[config.mk]
export PLATFORM = sky130hd
export DESIGN_NAME = record_exchange_sorter
export DESIGN_NICKNAME = d
export VERILOG_FILES = /design/src/sv/res_pkg.sv /design/src/sv/res_datapath.sv /design/src/sv/res_controller.sv /design/src/sv/record_exchange_sorter.sv
export SDC_FILE = /design/constraint.sdc
export NUM_CORES = 2
export LEC_CHECK = 0
export ABC_AREA = 0
export ABC_CLOCK_PERIOD_IN_PS = 15340
export BUFFER_PORTS_ARGS = -buffer_cell sky130_fd_sc_hd__clkbuf_2
export CORE_UTILIZATION = 55
export CTS_BUF_LIST = sky130_fd_sc_hd__clkbuf_8
export DETAILED_ROUTE_END_ITERATION = 7
export GPL_TIMING_DRIVEN = 1
export PLACE_DENSITY = 0.78
export SLEW_MARGIN = 10
export SYNTH_ARGS = -nofsm -noshare
export SYNTH_HDL_FRONTEND = slang
export SYNTH_SLANG_ARGS = --single-unit
[constraint.sdc]
create_clock -name clk -period 15.34 [get_ports clk]
set_clock_uncertainty 0.2 [all_clocks]
set_input_delay 1.534 -clock clk [delete_from_list [all_inputs] [get_ports clk]]
set_output_delay 1.534 -clock clk [all_outputs]
set_load 0.05 [all_outputs]
[src/sv/res_pkg.sv]
`default_nettype none

package res_pkg;

  // capacity and field widths
  localparam int MAX_RECORDS = 32;
  localparam int NAME_CHARS  = 8;
  localparam int IDX_W       = $clog2(MAX_RECORDS);
  localparam int CNT_W       = $clog2(MAX_RECORDS + 1);
  localparam int NAME_W      = 64;
  localparam int SCORE_W     = 10;
  localparam int SUM_W       = 12;
  localparam int Q_W         = 10;
  localparam int AVG_W       = 24;
  localparam int FRAC_W      = 14;
  localparam int IN_DATA_W   = 96;
  localparam int OUT_DATA_W  = 120;

  // only the top NAME_CHARS bytes of a name are kept
  localparam logic [NAME_W-1:0] NAME_MASK = {NAME_W{1'b1}} << (8 * (8 - NAME_CHARS));

  // sum / 3 as (sum * 2731) >> 13, exact for every sum below 3072
  localparam int RECIP_W = 12;
  localparam logic [RECIP_W-1:0] RECIP_THIRD = 12'd2731;
  localparam int RECIP_SHIFT = 13;
  localparam logic [AVG_W-1:0] TEN_THOUSAND = 24'd10000;

  // sort key selector codes
  localparam logic [1:0] KEY_KEEP = 2'd0;
  localparam logic [1:0] KEY_AVG  = 2'd1;
  localparam logic [1:0] KEY_NAME = 2'd2;

  typedef struct packed {
    logic [NAME_W-1:0]  name;
    logic [SCORE_W-1:0] score_a;
    logic [SCORE_W-1:0] score_b;
    logic [SCORE_W-1:0] score_c;
  } rec_t;

  typedef enum logic {
    WSRC_INPUT = 1'b0,
    WSRC_CUR   = 1'b1
  } wsrc_t;

  typedef struct packed {
    logic             wr_en;
    wsrc_t            wr_src;
    logic [IDX_W-1:0] wr_addr;
    logic [IDX_W-1:0] rd_addr;
    logic             cur_load;
    logic             by_name;
    logic             calc_load;
    logic             out_load;
    logic             out_last;
    logic             out_dropped;
  } res_cmd_t;

  typedef struct packed {
    logic greater;
    logic out_free;
  } res_status_t;

  function automatic logic [SUM_W-1:0] score_sum(input rec_t r);
    score_sum = SUM_W'(r.score_a) + SUM_W'(r.score_b) + SUM_W'(r.score_c);
  endfunction

  // fractional part of (3q + r) * 10000 / 3, rounded to nearest
  function automatic logic [FRAC_W-1:0] third_frac_e4(input logic [1:0] r);
    case (r)
      2'd1:    third_frac_e4 = 14'd3333;
      2'd2:    third_frac_e4 = 14'd6667;
      default: third_frac_e4 = 14'd0;
    endcase
  endfunction

endpackage

`default_nettype wire

[src/sv/res_datapath.sv]
`default_nettype none

module res_datapath (
  input  wire logic                                clk,
  input  wire logic                                rst,
  input  wire res_pkg::res_cmd_t                   cmd,
  output res_pkg::res_status_t                     status,
  input  wire logic [res_pkg::IN_DATA_W-1:0]       s_tdata,
  output logic                                     m_tvalid,
  input  wire logic                                m_tready,
  output logic [res_pkg::OUT_DATA_W-1:0]           m_tdata,
  output logic [0:0]                               m_tuser,
  output logic                                     m_tlast
);

  localparam int SUM_W   = res_pkg::SUM_W;
  localparam int AVG_W   = res_pkg::AVG_W;
  localparam int PROD_W  = res_pkg::SUM_W + res_pkg::RECIP_W;

  res_pkg::rec_t rec_mem [res_pkg::MAX_RECORDS];
  res_pkg::rec_t in_rec;
  res_pkg::rec_t wr_rec;
  res_pkg::rec_t rd_rec;
  res_pkg::rec_t cur;
  res_pkg::rec_t calc_rec;
  logic [res_pkg::Q_W-1:0]   calc_q;
  logic [1:0]                calc_r;

  logic [SUM_W-1:0]  rd_sum;
  logic [SUM_W-1:0]  cur_sum;
  logic [PROD_W-1:0] recip_prod;
  logic [res_pkg::Q_W-1:0] q;
  logic [SUM_W-1:0]  r_full;
  logic [AVG_W-1:0]  avg;

  logic [res_pkg::OUT_DATA_W-1:0] out_data;
  logic out_last;
  logic out_dropped;

  // unpack the input transfer
  always_comb begin
    in_rec.name    = s_tdata[63:0] & res_pkg::NAME_MASK;
    in_rec.score_a = s_tdata[73:64];
    in_rec.score_b = s_tdata[83:74];
    in_rec.score_c = s_tdata[93:84];
  end

  assign wr_rec = (cmd.wr_src == res_pkg::WSRC_CUR) ? cur : in_rec;

  // record store, one write and one registered read port
  always_ff @(posedge clk) begin
    if (cmd.wr_en) begin
      rec_mem[cmd.wr_addr] <= wr_rec;
    end
    rd_rec <= rec_mem[cmd.rd_addr];
  end

  // running candidate for the current sort position
  always_ff @(posedge clk) begin
    if (cmd.cur_load) begin
      cur <= rd_rec;
    end
  end

  // key compare
  assign rd_sum  = res_pkg::score_sum(rd_rec);
  assign cur_sum = res_pkg::score_sum(cur);
  assign status.greater = cmd.by_name ? (cur.name > rd_rec.name) : (cur_sum > rd_sum);

  // sum split into quotient and remainder by three
  assign recip_prod = PROD_W'(rd_sum) * PROD_W'(res_pkg::RECIP_THIRD);
  assign q          = recip_prod[res_pkg::RECIP_SHIFT +: res_pkg::Q_W];
  assign r_full     = rd_sum - (SUM_W'(q) + (SUM_W'(q) << 1));

  always_ff @(posedge clk) begin
    if (cmd.calc_load) begin
      calc_rec <= rd_rec;
      calc_q   <= q;
      calc_r   <= r_full[1:0];
    end
  end

  assign avg = AVG_W'(calc_q) * res_pkg::TEN_THOUSAND
             + AVG_W'(res_pkg::third_frac_e4(calc_r));

  // output register
  assign status.out_free = !m_tvalid || m_tready;

  always_ff @(posedge clk) begin
    if (rst) begin
      m_tvalid <= 1'b0;
    end else if (cmd.out_load) begin
      m_tvalid <= 1'b1;
    end else if (m_tready) begin
      m_tvalid <= 1'b0;
    end
  end

  always_ff @(posedge clk) begin
    if (cmd.out_load) begin
      out_data    <= {2'b00, avg, calc_rec.score_c, calc_rec.score_b,
                      calc_rec.score_a, calc_rec.name};
      out_last    <= cmd.out_last;
      out_dropped <= cmd.out_dropped;
    end
  end

  assign m_tdata    = out_data;
  assign m_tlast    = out_last;
  assign m_tuser[0] = out_dropped;

endmodule

`default_nettype wire

[src/sv/res_controller.sv]
`default_nettype none

module res_controller (
  input  wire logic                 clk,
  input  wire logic                 rst,
  input  wire logic                 cfg_wr_en,
  input  wire logic [1:0]           cfg_wr_data,
  input  wire logic                 s_tvalid,
  output logic                      s_tready,
  input  wire logic                 s_tlast,
  output res_pkg::res_cmd_t         cmd,
  input  wire res_pkg::res_status_t status
);

  localparam int IW = res_pkg::IDX_W;
  localparam int CW = res_pkg::CNT_W;

  typedef enum logic [8:0] {
    ST_LOAD      = 9'b000000001,
    ST_SORT_RK   = 9'b000000010,
    ST_SORT_CK   = 9'b000000100,
    ST_SORT_RH   = 9'b000001000,
    ST_SORT_CMP  = 9'b000010000,
    ST_SORT_WK   = 9'b000100000,
    ST_EMIT_RD   = 9'b001000000,
    ST_EMIT_CALC = 9'b010000000,
    ST_EMIT_OUT  = 9'b100000000
  } state_t;

  state_t state, state_next;
  logic [CW-1:0] count, count_next;
  logic overflow, overflow_next;
  logic [IW-1:0] k, k_next;
  logic [IW-1:0] h, h_next;
  logic [IW-1:0] i, i_next;
  logic [1:0] sort_key;

  logic room;
  logic [CW-1:0] count_after;
  logic [IW-1:0] last_idx;
  logic [IW-1:0] last_k;
  logic sorting;

  // sort key register
  always_ff @(posedge clk) begin
    if (rst) begin
      sort_key <= res_pkg::KEY_AVG;
    end else if (cfg_wr_en) begin
      sort_key <= cfg_wr_data;
    end
  end

  assign room        = count < CW'(res_pkg::MAX_RECORDS);
  assign count_after = room ? count + CW'(1) : count;
  assign last_idx    = IW'(count - CW'(1));
  assign last_k      = IW'(count - CW'(2));
  assign sorting     = (sort_key == res_pkg::KEY_AVG) || (sort_key == res_pkg::KEY_NAME);
  assign s_tready    = (state == ST_LOAD);

  // sequencer: load, exchange sort, emit
  always_comb begin
    state_next    = state;
    count_next    = count;
    overflow_next = overflow;
    k_next        = k;
    h_next        = h;
    i_next        = i;
    cmd           = '0;
    cmd.wr_src    = res_pkg::WSRC_INPUT;
    cmd.by_name   = (sort_key == res_pkg::KEY_NAME);
    case (state)
      ST_LOAD: begin
        cmd.wr_addr = IW'(count);
        if (s_tvalid) begin
          if (room) begin
            cmd.wr_en  = 1'b1;
            count_next = count + CW'(1);
          end else begin
            overflow_next = 1'b1;
          end
          if (s_tlast) begin
            k_next = '0;
            i_next = '0;
            if (sorting && count_after > CW'(1)) begin
              state_next = ST_SORT_RK;
            end else begin
              state_next = ST_EMIT_RD;
            end
          end
        end
      end
      ST_SORT_RK: begin
        cmd.rd_addr = k;
        state_next  = ST_SORT_CK;
      end
      ST_SORT_CK: begin
        cmd.rd_addr  = k;
        cmd.cur_load = 1'b1;
        h_next       = k + IW'(1);
        state_next   = ST_SORT_RH;
      end
      ST_SORT_RH: begin
        cmd.rd_addr = h;
        state_next  = ST_SORT_CMP;
      end
      ST_SORT_CMP: begin
        // swap when greater: candidate goes to h, entry h becomes the candidate
        cmd.rd_addr  = h;
        cmd.wr_src   = res_pkg::WSRC_CUR;
        cmd.wr_addr  = h;
        cmd.wr_en    = status.greater;
        cmd.cur_load = status.greater;
        if (h == last_idx) begin
          state_next = ST_SORT_WK;
        end else begin
          h_next     = h + IW'(1);
          state_next = ST_SORT_RH;
        end
      end
      ST_SORT_WK: begin
        cmd.wr_en   = 1'b1;
        cmd.wr_src  = res_pkg::WSRC_CUR;
        cmd.wr_addr = k;
        if (k == last_k) begin
          i_next     = '0;
          state_next = ST_EMIT_RD;
        end else begin
          k_next     = k + IW'(1);
          state_next = ST_SORT_RK;
        end
      end
      ST_EMIT_RD: begin
        cmd.rd_addr = i;
        state_next  = ST_EMIT_CALC;
      end
      ST_EMIT_CALC: begin
        cmd.rd_addr   = i;
        cmd.calc_load = 1'b1;
        state_next    = ST_EMIT_OUT;
      end
      ST_EMIT_OUT: begin
        cmd.rd_addr     = i;
        cmd.out_last    = (i == last_idx);
        cmd.out_dropped = overflow;
        if (status.out_free) begin
          cmd.out_load = 1'b1;
          if (i == last_idx) begin
            count_next    = '0;
            overflow_next = 1'b0;
            state_next    = ST_LOAD;
          end else begin
            i_next     = i + IW'(1);
            state_next = ST_EMIT_RD;
          end
        end
      end
      default: begin
        state_next = ST_LOAD;
      end
    endcase
  end

  always_ff @(posedge clk) begin
    if (rst) begin
      state    <= ST_LOAD;
      count    <= '0;
      overflow <= 1'b0;
    end else begin
      state    <= state_next;
      count    <= count_next;
      overflow <= overflow_next;
    end
  end

  always_ff @(posedge clk) begin
    k <= k_next;
    h <= h_next;
    i <= i_next;
  end

  // checks
  a_count_bound: assert property (@(posedge clk) disable iff (rst)
    count <= CW'(res_pkg::MAX_RECORDS))
    else $error("record count beyond capacity");

  a_no_write_in_emit: assert property (@(posedge clk) disable iff (rst)
    (state == ST_EMIT_RD || state == ST_EMIT_CALC || state == ST_EMIT_OUT) |-> !cmd.wr_en)
    else $error("store written during emission");

  a_out_load_free: assert property (@(posedge clk) disable iff (rst)
    cmd.out_load |-> status.out_free)
    else $error("output register overwritten while full");

  a_final_leaves_load: assert property (@(posedge clk) disable iff (rst)
    (s_tvalid && s_tready && s_tlast) |=> (state != ST_LOAD))
    else $error("final record did not close the set");

  a_state_onehot: assert property (@(posedge clk) disable iff (rst)
    $onehot(state))
    else $error("state register not one-hot");

endmodule

`default_nettype wire

[src/sv/record_exchange_sorter.sv]
`default_nettype none

// Record exchange sorter. Records arrive one per transfer and are stored at one per
// cycle, up to 32; extra records are discarded and the set's results carry the dropped
// flag. The transfer with tlast closes the set: for sort key 1 (score sum) or 2 (packed
// name) the stored n records are exchange-sorted in place by one shared compare unit
// on a record store with one read and one write port; keys 0 and 3 skip this. Then every
// record is emitted with its average in ten-thousandths, rounded to nearest, after a
// store read, a divide by three and a scaling step, the last one with tlast; a record
// is not read until the one before it is in the output register. No input is taken
// from the closing transfer until the last result is in the output register. Write
// sort_key only while the block is idle.
module record_exchange_sorter (
  input  wire logic         clk,
  input  wire logic         rst,
  input  wire logic         cfg_wr_en,
  input  wire logic [1:0]   cfg_wr_data,   // sort_key
  input  wire logic         s_tvalid,
  output logic              s_tready,
  input  wire logic [95:0]  s_tdata,       // name_chars, score_a, score_b, score_c
  input  wire logic         s_tlast,       // final_record
  output logic              m_tvalid,
  input  wire logic         m_tready,
  output logic [119:0]      m_tdata,       // out_name, out_score_a/b/c, average_e4
  output logic [0:0]        m_tuser,       // dropped
  output logic              m_tlast        // end_of_set
);

  res_pkg::res_cmd_t    cmd;
  res_pkg::res_status_t status;

  res_controller u_ctrl (
    .clk         (clk),
    .rst         (rst),
    .cfg_wr_en   (cfg_wr_en),
    .cfg_wr_data (cfg_wr_data),
    .s_tvalid    (s_tvalid),
    .s_tready    (s_tready),
    .s_tlast     (s_tlast),
    .cmd         (cmd),
    .status      (status)
  );

  res_datapath u_dp (
    .clk      (clk),
    .rst      (rst),
    .cmd      (cmd),
    .status   (status),
    .s_tdata  (s_tdata),
    .m_tvalid (m_tvalid),
    .m_tready (m_tready),
    .m_tdata  (m_tdata),
    .m_tuser  (m_tuser),
    .m_tlast  (m_tlast)
  );

endmodule

`default_nettype wire
Word level (Yosys, flattened, before mapping). Memories as Yosys holds them, arrays and structs flattened. A register that Yosys moved wholly into a read port is not among the register bits. Cells that the tools add are included.

RAM bits: 3008. Output and inout bits: 124. Memories: 1. Logic and storage cells: 130. Input port bits: 104. Register bits after elaboration: 354.

Muxes and demuxes: 45. $lt $le $gt $ge: 4. Reductions and logical operators: 19. Equal/unequal tests: 25. $mul: 2. Add/sub/neg operators: 13.

Memories: u_dp.rec_mem (depth 32, bits a word 94, read ports 1, clocked after Yosys merged registers in 1, write ports 1, RTL line res_datapath.sv:20) `res_pkg::rec_t rec_mem [res_pkg::MAX_RECORDS];`.

Operators by type and width (count): 2-to-1 mux 94 bit (1); one-hot mux 9 bit (9 select lines) (1); greater-than comparator 64 bit (1); one-hot mux 5 bit (3 select lines) (3); 2-to-1 mux 5 bit (7); 2-to-1 mux 6 bit (5); 2-to-1 mux 9 bit (3); one-hot mux 13 bit (2 select lines) (1); adder 24 x 14 -> 24 bit (1); multiplier 12 x 12 -> 23 bit (second input constant) (1); adder 10 x 10 -> 11 bit (2); 2-to-1 mux 7 bit (3); multiplier 10 x 10 -> 20 bit (second input constant) (1); one-hot mux 5 bit (2 select lines) (2); adder 5 x 1 -> 5 bit (second input constant) (3); == test 5 bit (3); 2-to-1 mux 1 bit (14); adder 11 x 10 -> 12 bit (1); adder 12 x 10 -> 12 bit (1); greater-than comparator 12 bit (1); != test 2 bit (second input constant) (6); one-hot mux 6 bit (2 select lines) (1); == test 9 x 1 -> 1 bit (second input constant) (1); == test 9 x 2 -> 1 bit (second input constant) (1); other kinds (32) (44).

Longest topological paths before layout.
Depth in word-level cells: 8. Depth in mapped cells: 30. Depth with buffers taken out: 30.

Modules after synthesis. A second synthesis with hierarchy kept.

Cells, all modules: 5937. Area, all modules: 136327.0 um^2.

By module, submodules not included: res_datapath (times used 1, area each 133808.3 um^2, seq. area each 101807.6 um^2, cells each 5657); res_controller (times used 1, area each 2518.7 um^2, seq. area each 810.8 um^2, cells each 280).

Least setup slack after synthesis. Ideal clock, no wire load.

Path kind: register -> register. Start: reg u_dp.cur[11] in the netlist's numbering. End: mem u_dp.rec_mem[18][0] in the netlist's numbering, enable pin. Stages on the path, launching flop included: 24. Path slack: 6.379 ns. Setup time: 0.548 ns. Data required time: 14.592 ns. Data arrival time: 8.213 ns. Buffers on the path: 0. Clock period less this slack: 8.961 ns. Cell sequence: edfxtp_1 -> ha_1 -> a21o_1 -> a21oi_1 -> o21bai_1 -> a21oi_1 -> nor2b_1 -> o21a_1 -> nor2_1 -> xnor2_1 -> ha_1 -> or2_2 -> nor4_1 -> nor2_1 -> xor2_1 -> ha_1 -> inv_1 -> a211oi_1 -> a211oi_1 -> a221oi_1 -> o21ai_0 -> a2111oi_0 -> o21ai_1 -> nor2_1.

Longest elaborated chain between the ends: 7.

Ends and longest elaborated chain: start, declared (RTL line res_datapath.sv:24) `res_pkg::rec_t cur;`; start signal, assigned (RTL line res_datapath.sv:61) `cur <= rd_rec;`; adder 10 x 10 -> 11 bit (RTL line res_pkg.sv:64) `score_sum = SUM_W'(r.score_a) + SUM_W'(r.score_b) + SUM_W'(r.score_c);`; adder 12 x 10 -> 12 bit (RTL line res_pkg.sv:64); greater-than comparator 12 bit (RTL line res_datapath.sv:68) `assign status.greater = cmd.by_name ? (cur.name > rd_rec.name) : (cur_sum > rd_sum);`; 2-to-1 mux 1 bit (RTL line res_datapath.sv:68); one-hot mux 1 bit (3 select lines) (RTL line res_controller.sv:71) `case (state)`; 2-to-1 mux 1 bit (RTL line res_datapath.sv:52) `if (cmd.wr_en) begin`; 2-to-1 mux 1 bit (implied by the code) (RTL line res_datapath.sv:53) `rec_mem[cmd.wr_addr] <= wr_rec;`; end, declared (RTL line res_datapath.sv:20).

Every way passes these cells.

Final worst setup path.
Start: reg u_dp.cur[10] in the netlist's numbering. End: mem u_dp.rec_mem[27][39] in the netlist's numbering, enable pin.

The elaborated chain is that of the path after synthesis.

==> flow_summary.json <==
{
  "violations": "DRC",
  "min_path_type": "reg -> reg",
  "synth_top_cell_area_share": 0.718,
  "drc": 4,
  "postCtsSetupBuffers": 0,
  "synth_warnings": 0,
  "antenna_left": 0,
  "slew_headroom": 0.145,
  "min_from": "u_dp.calc_rec[75]",
  "path_clk_slew_ns": 0.06,
  "cts_tree": "built",
  "syn_avg_cell_area_um2": 14.3,
  "synth_top_area_cell": "edfxtp_1",
  "cp_data_required_time_ns": 15.83,
  "fin_crit_ns": 8.52,
  "ys_types": 84,
  "nNetsFinal": 10540,
  "setup_viol": 0,
  "cp_max_fo": 44,
  "fp.dieH_um": 506,
  "drt-vias-per-instance": 6.50,
  "hold_buffers": 0,
  "async_flop_share": 0,
  "hold_viol_final": 0,
  "drive_gt1_frac": 0.126,
  "synth_edf_count": 3342,
  "grt_overflow": 0,
  "irDropWorstVdd_mv": 2.68,
  "area_growth_pct": 10.3,
  "r2r-end": "u_dp.rec_mem[27][39]",
  "synth_area_leaders": "edfxtp_1 72%, nand2_1 6.7%, nand3_1 2.4%",
  "cts_resized": 0,
  "dieArea_um2": 256000,
  "ys_ff_latch": 3455,
  "clockRootBuffer": "clkbuf_8",
  "io_pins": 228,
  "firstDrtPassIters": 8,
  "num_rows": 184,
  "crit_path_end_kind": "flip-flop",
  "dpl_cell_area_um2": 144000,
  "synthFlopType": "edfxtp_1",
  "gp_congestion": 0.902,
  "start_util": 0.555,
  "htree_levels": 6,
  "tightest_slew_ns": 1.28,
  "wl_per_cell_um": 28.9,
  "drtIter0Drc": 15914,
  "arrival_ns": 9.01,
  "fillers": 17674,
  "slowest_delay_ns": 0.98,
  "clk_latency_ns": 1.16,
  "grt_max_degree": 221,
  "reg2reg_from": "u_dp.cur[10]",
  "slew_viol_final": 0,
  "status": "complete, but fails checks",
  "cts.sink_count": 3455,
  "syn_area_um2": 140000,
  "grt_usage": 0.308,
  "timing.fmax_mhz": 117,
  "path_cells": "ha_1, fa_1, a21oi_1, o21ai_0, o31ai_1, nand2b_1, a21oi_1, xnor2_1, ha_1, a21oi_1, a31oi_1, a41o_1, a311oi_1, a211oi_1, a221oi_1, o21ai_0, a2111oi_0, o21ai_1, buf_4, nor2_4, buf_4, buf_4",
  "synthCells": 9786,
  "clockBufferDepth": 4,
  "rsz0062_at_grt": "no",
  "ff2ff_path_depth": 22,
  "die_w_um": 506,
  "start_kind": "flip-flop",
  "grt_pass1_vias": 87192,
  "coreArea_um2": 252000,
  "stdcell_area_um2": 154000,
  "finalCritPeriodShare": 0.556,
  "power.leakage_uw": 0.0538,
  "antenna_found_initial": 16,
  "crit_slowest_cell": "buf_4",
  "grt_pass1_wl_um": 572000,
  "fin_setup_tns_ns": 0,
  "drt-total-wl_um": 401000,
  "ff2ff_setup_slack_ns": 6.82,
  "min_to": "u_dp.m_tdata[45]",
  "io_buffers": 223,
  "crit_type": "reg -> reg",
  "place_hpwl_um": 209000,
  "hold_depth": 0,
  "num_vias": 90299,
  "maxCapViolations": 0,
  "worst_slack_ns": 6.82,
  "powerDensity_nw_per_um2": 268,
  "seq_area_frac_synth": 0.735,
  "place_ws_ns": 7.12,
  "cts_inserted_buffers": 544
}
## Yosys cell counts, types with 22 or more instances
| cell | n |
|---|---|
| a31oi_1 | 42 |
| mux4_2 | 128 |
| nor2_1 | 127 |
| xor2_1 | 39 |
| a21oi_1 | 166 |
| fa_1 | 65 |
| a21o_1 | 28 |
| nand2_1 | 2511 |
| clkbuf_1 | 259 |
| buf_2 | 243 |
| ha_1 | 245 |
| and3_1 | 372 |
| xnor2_1 | 63 |
| dfxtp_1 | 113 |
| nand4_1 | 64 |
| a311oi_1 | 345 |
| and2_1 | 22 |
| a22oi_1 | 62 |
| buf_4 | 40 |
| nand3_1 | 673 |
| o2111ai_1 | 28 |
| inv_1 | 189 |
| mux2_2 | 94 |
| edfxtp_1 | 3342 |
| a222oi_1 | 37 |
| o21ai_0 | 235 |
## power breakdown
group          switching, uW  leakage (uW)  internal (uW)  total (uW)
sequential               290        0.0310          11600       11900
combinational          12400        0.0169           9730       22100
clock                   3530       0.00583           3720        7260
## per-stage QoR
stage / total power, uW / hold WS [ns] / cells / utilization
2_1_floorplan: 29600 / 0.200 / 9787 / -
3_3_place_gp: 34000 / 0.205 / 12928 / 0.572
3_5_place_dp: 34100 / 0.205 / 12928 / 0.572
4_1_cts: 41400 / 0.209 / 13879 / 0.612
5_1_grt: 44300 / 0.211 / 13884 / 0.612
6_report: 41300 / 0.206 / 13892 / 0.612
## registers in the layout, summed over array words and instances, names as in the netlist, 6 cells and up
signal,cells
u_dp.calc_rec,94
u_dp.m_tdata,117
u_ctrl.count,6
u_dp.rd_rec,94
u_dp.rec_mem,3008
u_dp.cur,94
u_ctrl.state,9
u_dp.calc_q,10
## critical path, delay by kind of cell (launching register included)
| family | cells | cell delay [ns] |
|---|---|---|
| simple gates | 2 | 0.56 |
| buf+inv | 3 | 2.16 |
| fa+ha+maj | 3 | 0.98 |
| flops | 1 | 0.46 |
| xor+xnor | 1 | 0.18 |
| compound gates | 13 | 3.42 |
## metal layers
| layer | vias up | global-route usage | part of all wire |
|---|---|---|---|
| met5 | - | 0 | 0.00013 |
| met2 | 7509 | 0.471 | 0.45 |
| met1 | 44033 | 0.401 | 0.34 |
| li1 | 37313 | - | - |
| met4 | 8 | 0.196 | 0.070 |
| met3 | 1436 | 0.0681 | 0.14 |
## worst max path at each step
stage	startpoint	endpoint	slack [ns]	depth (start not counted)
2_1_floorplan	u_dp.cur[11]	u_dp.rec_mem[18][0]	6.38	23
3_3_place_gp	u_dp.cur[21]	u_dp.rec_mem[27][64]	7.02	26
3_5_place_dp	u_dp.cur[21]	u_dp.rec_mem[24][65]	7.12	26
4_1_cts	u_dp.cur[10]	u_dp.rec_mem[27][39]	6.97	22
5_1_grt	u_dp.cur[10]	u_dp.rec_mem[27][39]	6.54	22
6_report	u_dp.cur[10]	u_dp.rec_mem[27][39]	6.82	22
## cells in the final DEF, fill, tap and decap left out, drive strengths merged, types with 139 or more instances in the layout
| cell | Yosys | layout |
|---|---|---|
| nand2 | 2512 | 2512 |
| inv | 190 | 408 |
| buf | 309 | 139 |
| clkbuf | 260 | 823 |
| nand3 | 674 | 674 |
| a311oi | 345 | 345 |
| edfxtp | 3342 | 3342 |
| and3 | 372 | 372 |
| ha | 245 | 245 |
| o21ai | 241 | 241 |
| a21oi | 166 | 166 |
## logic make-up (layout without fill, tap and decap cells)
family | count (synthesis) | after routing | share of synthesized area
xor gates and xnor gates | 103 | 103 | 0.00656
AOI/OAI and AO/OA | 1045 | 1045 | 0.0533
other | 1 | 15 | 0.0000268
and+or+nand+nor | 3875 | 3875 | 0.121
muxes | 237 | 237 | 0.0293
DFF | 3455 | 3455 | 0.735
buffers and inverters | 759 | 1503 | 0.0240
adders and majority gates | 311 | 311 | 0.0313
## layout make-up
class	instances	area (um^2)	area share
Clock inverter	351	1700	0.0110
Timing Repair Buffer	362	2450	0.0159
Inverter	190	718	0.00466
Sequential cell	3455	103000	0.666
Antenna cell	13	32.5	0.000211
Tap cell	3348	4190	0.0272
Multi-Input combinational cell	5573	34100	0.222
Clock buffer	600	8260	0.0536
Note: power is estimated with default switching activity, not from simulation.
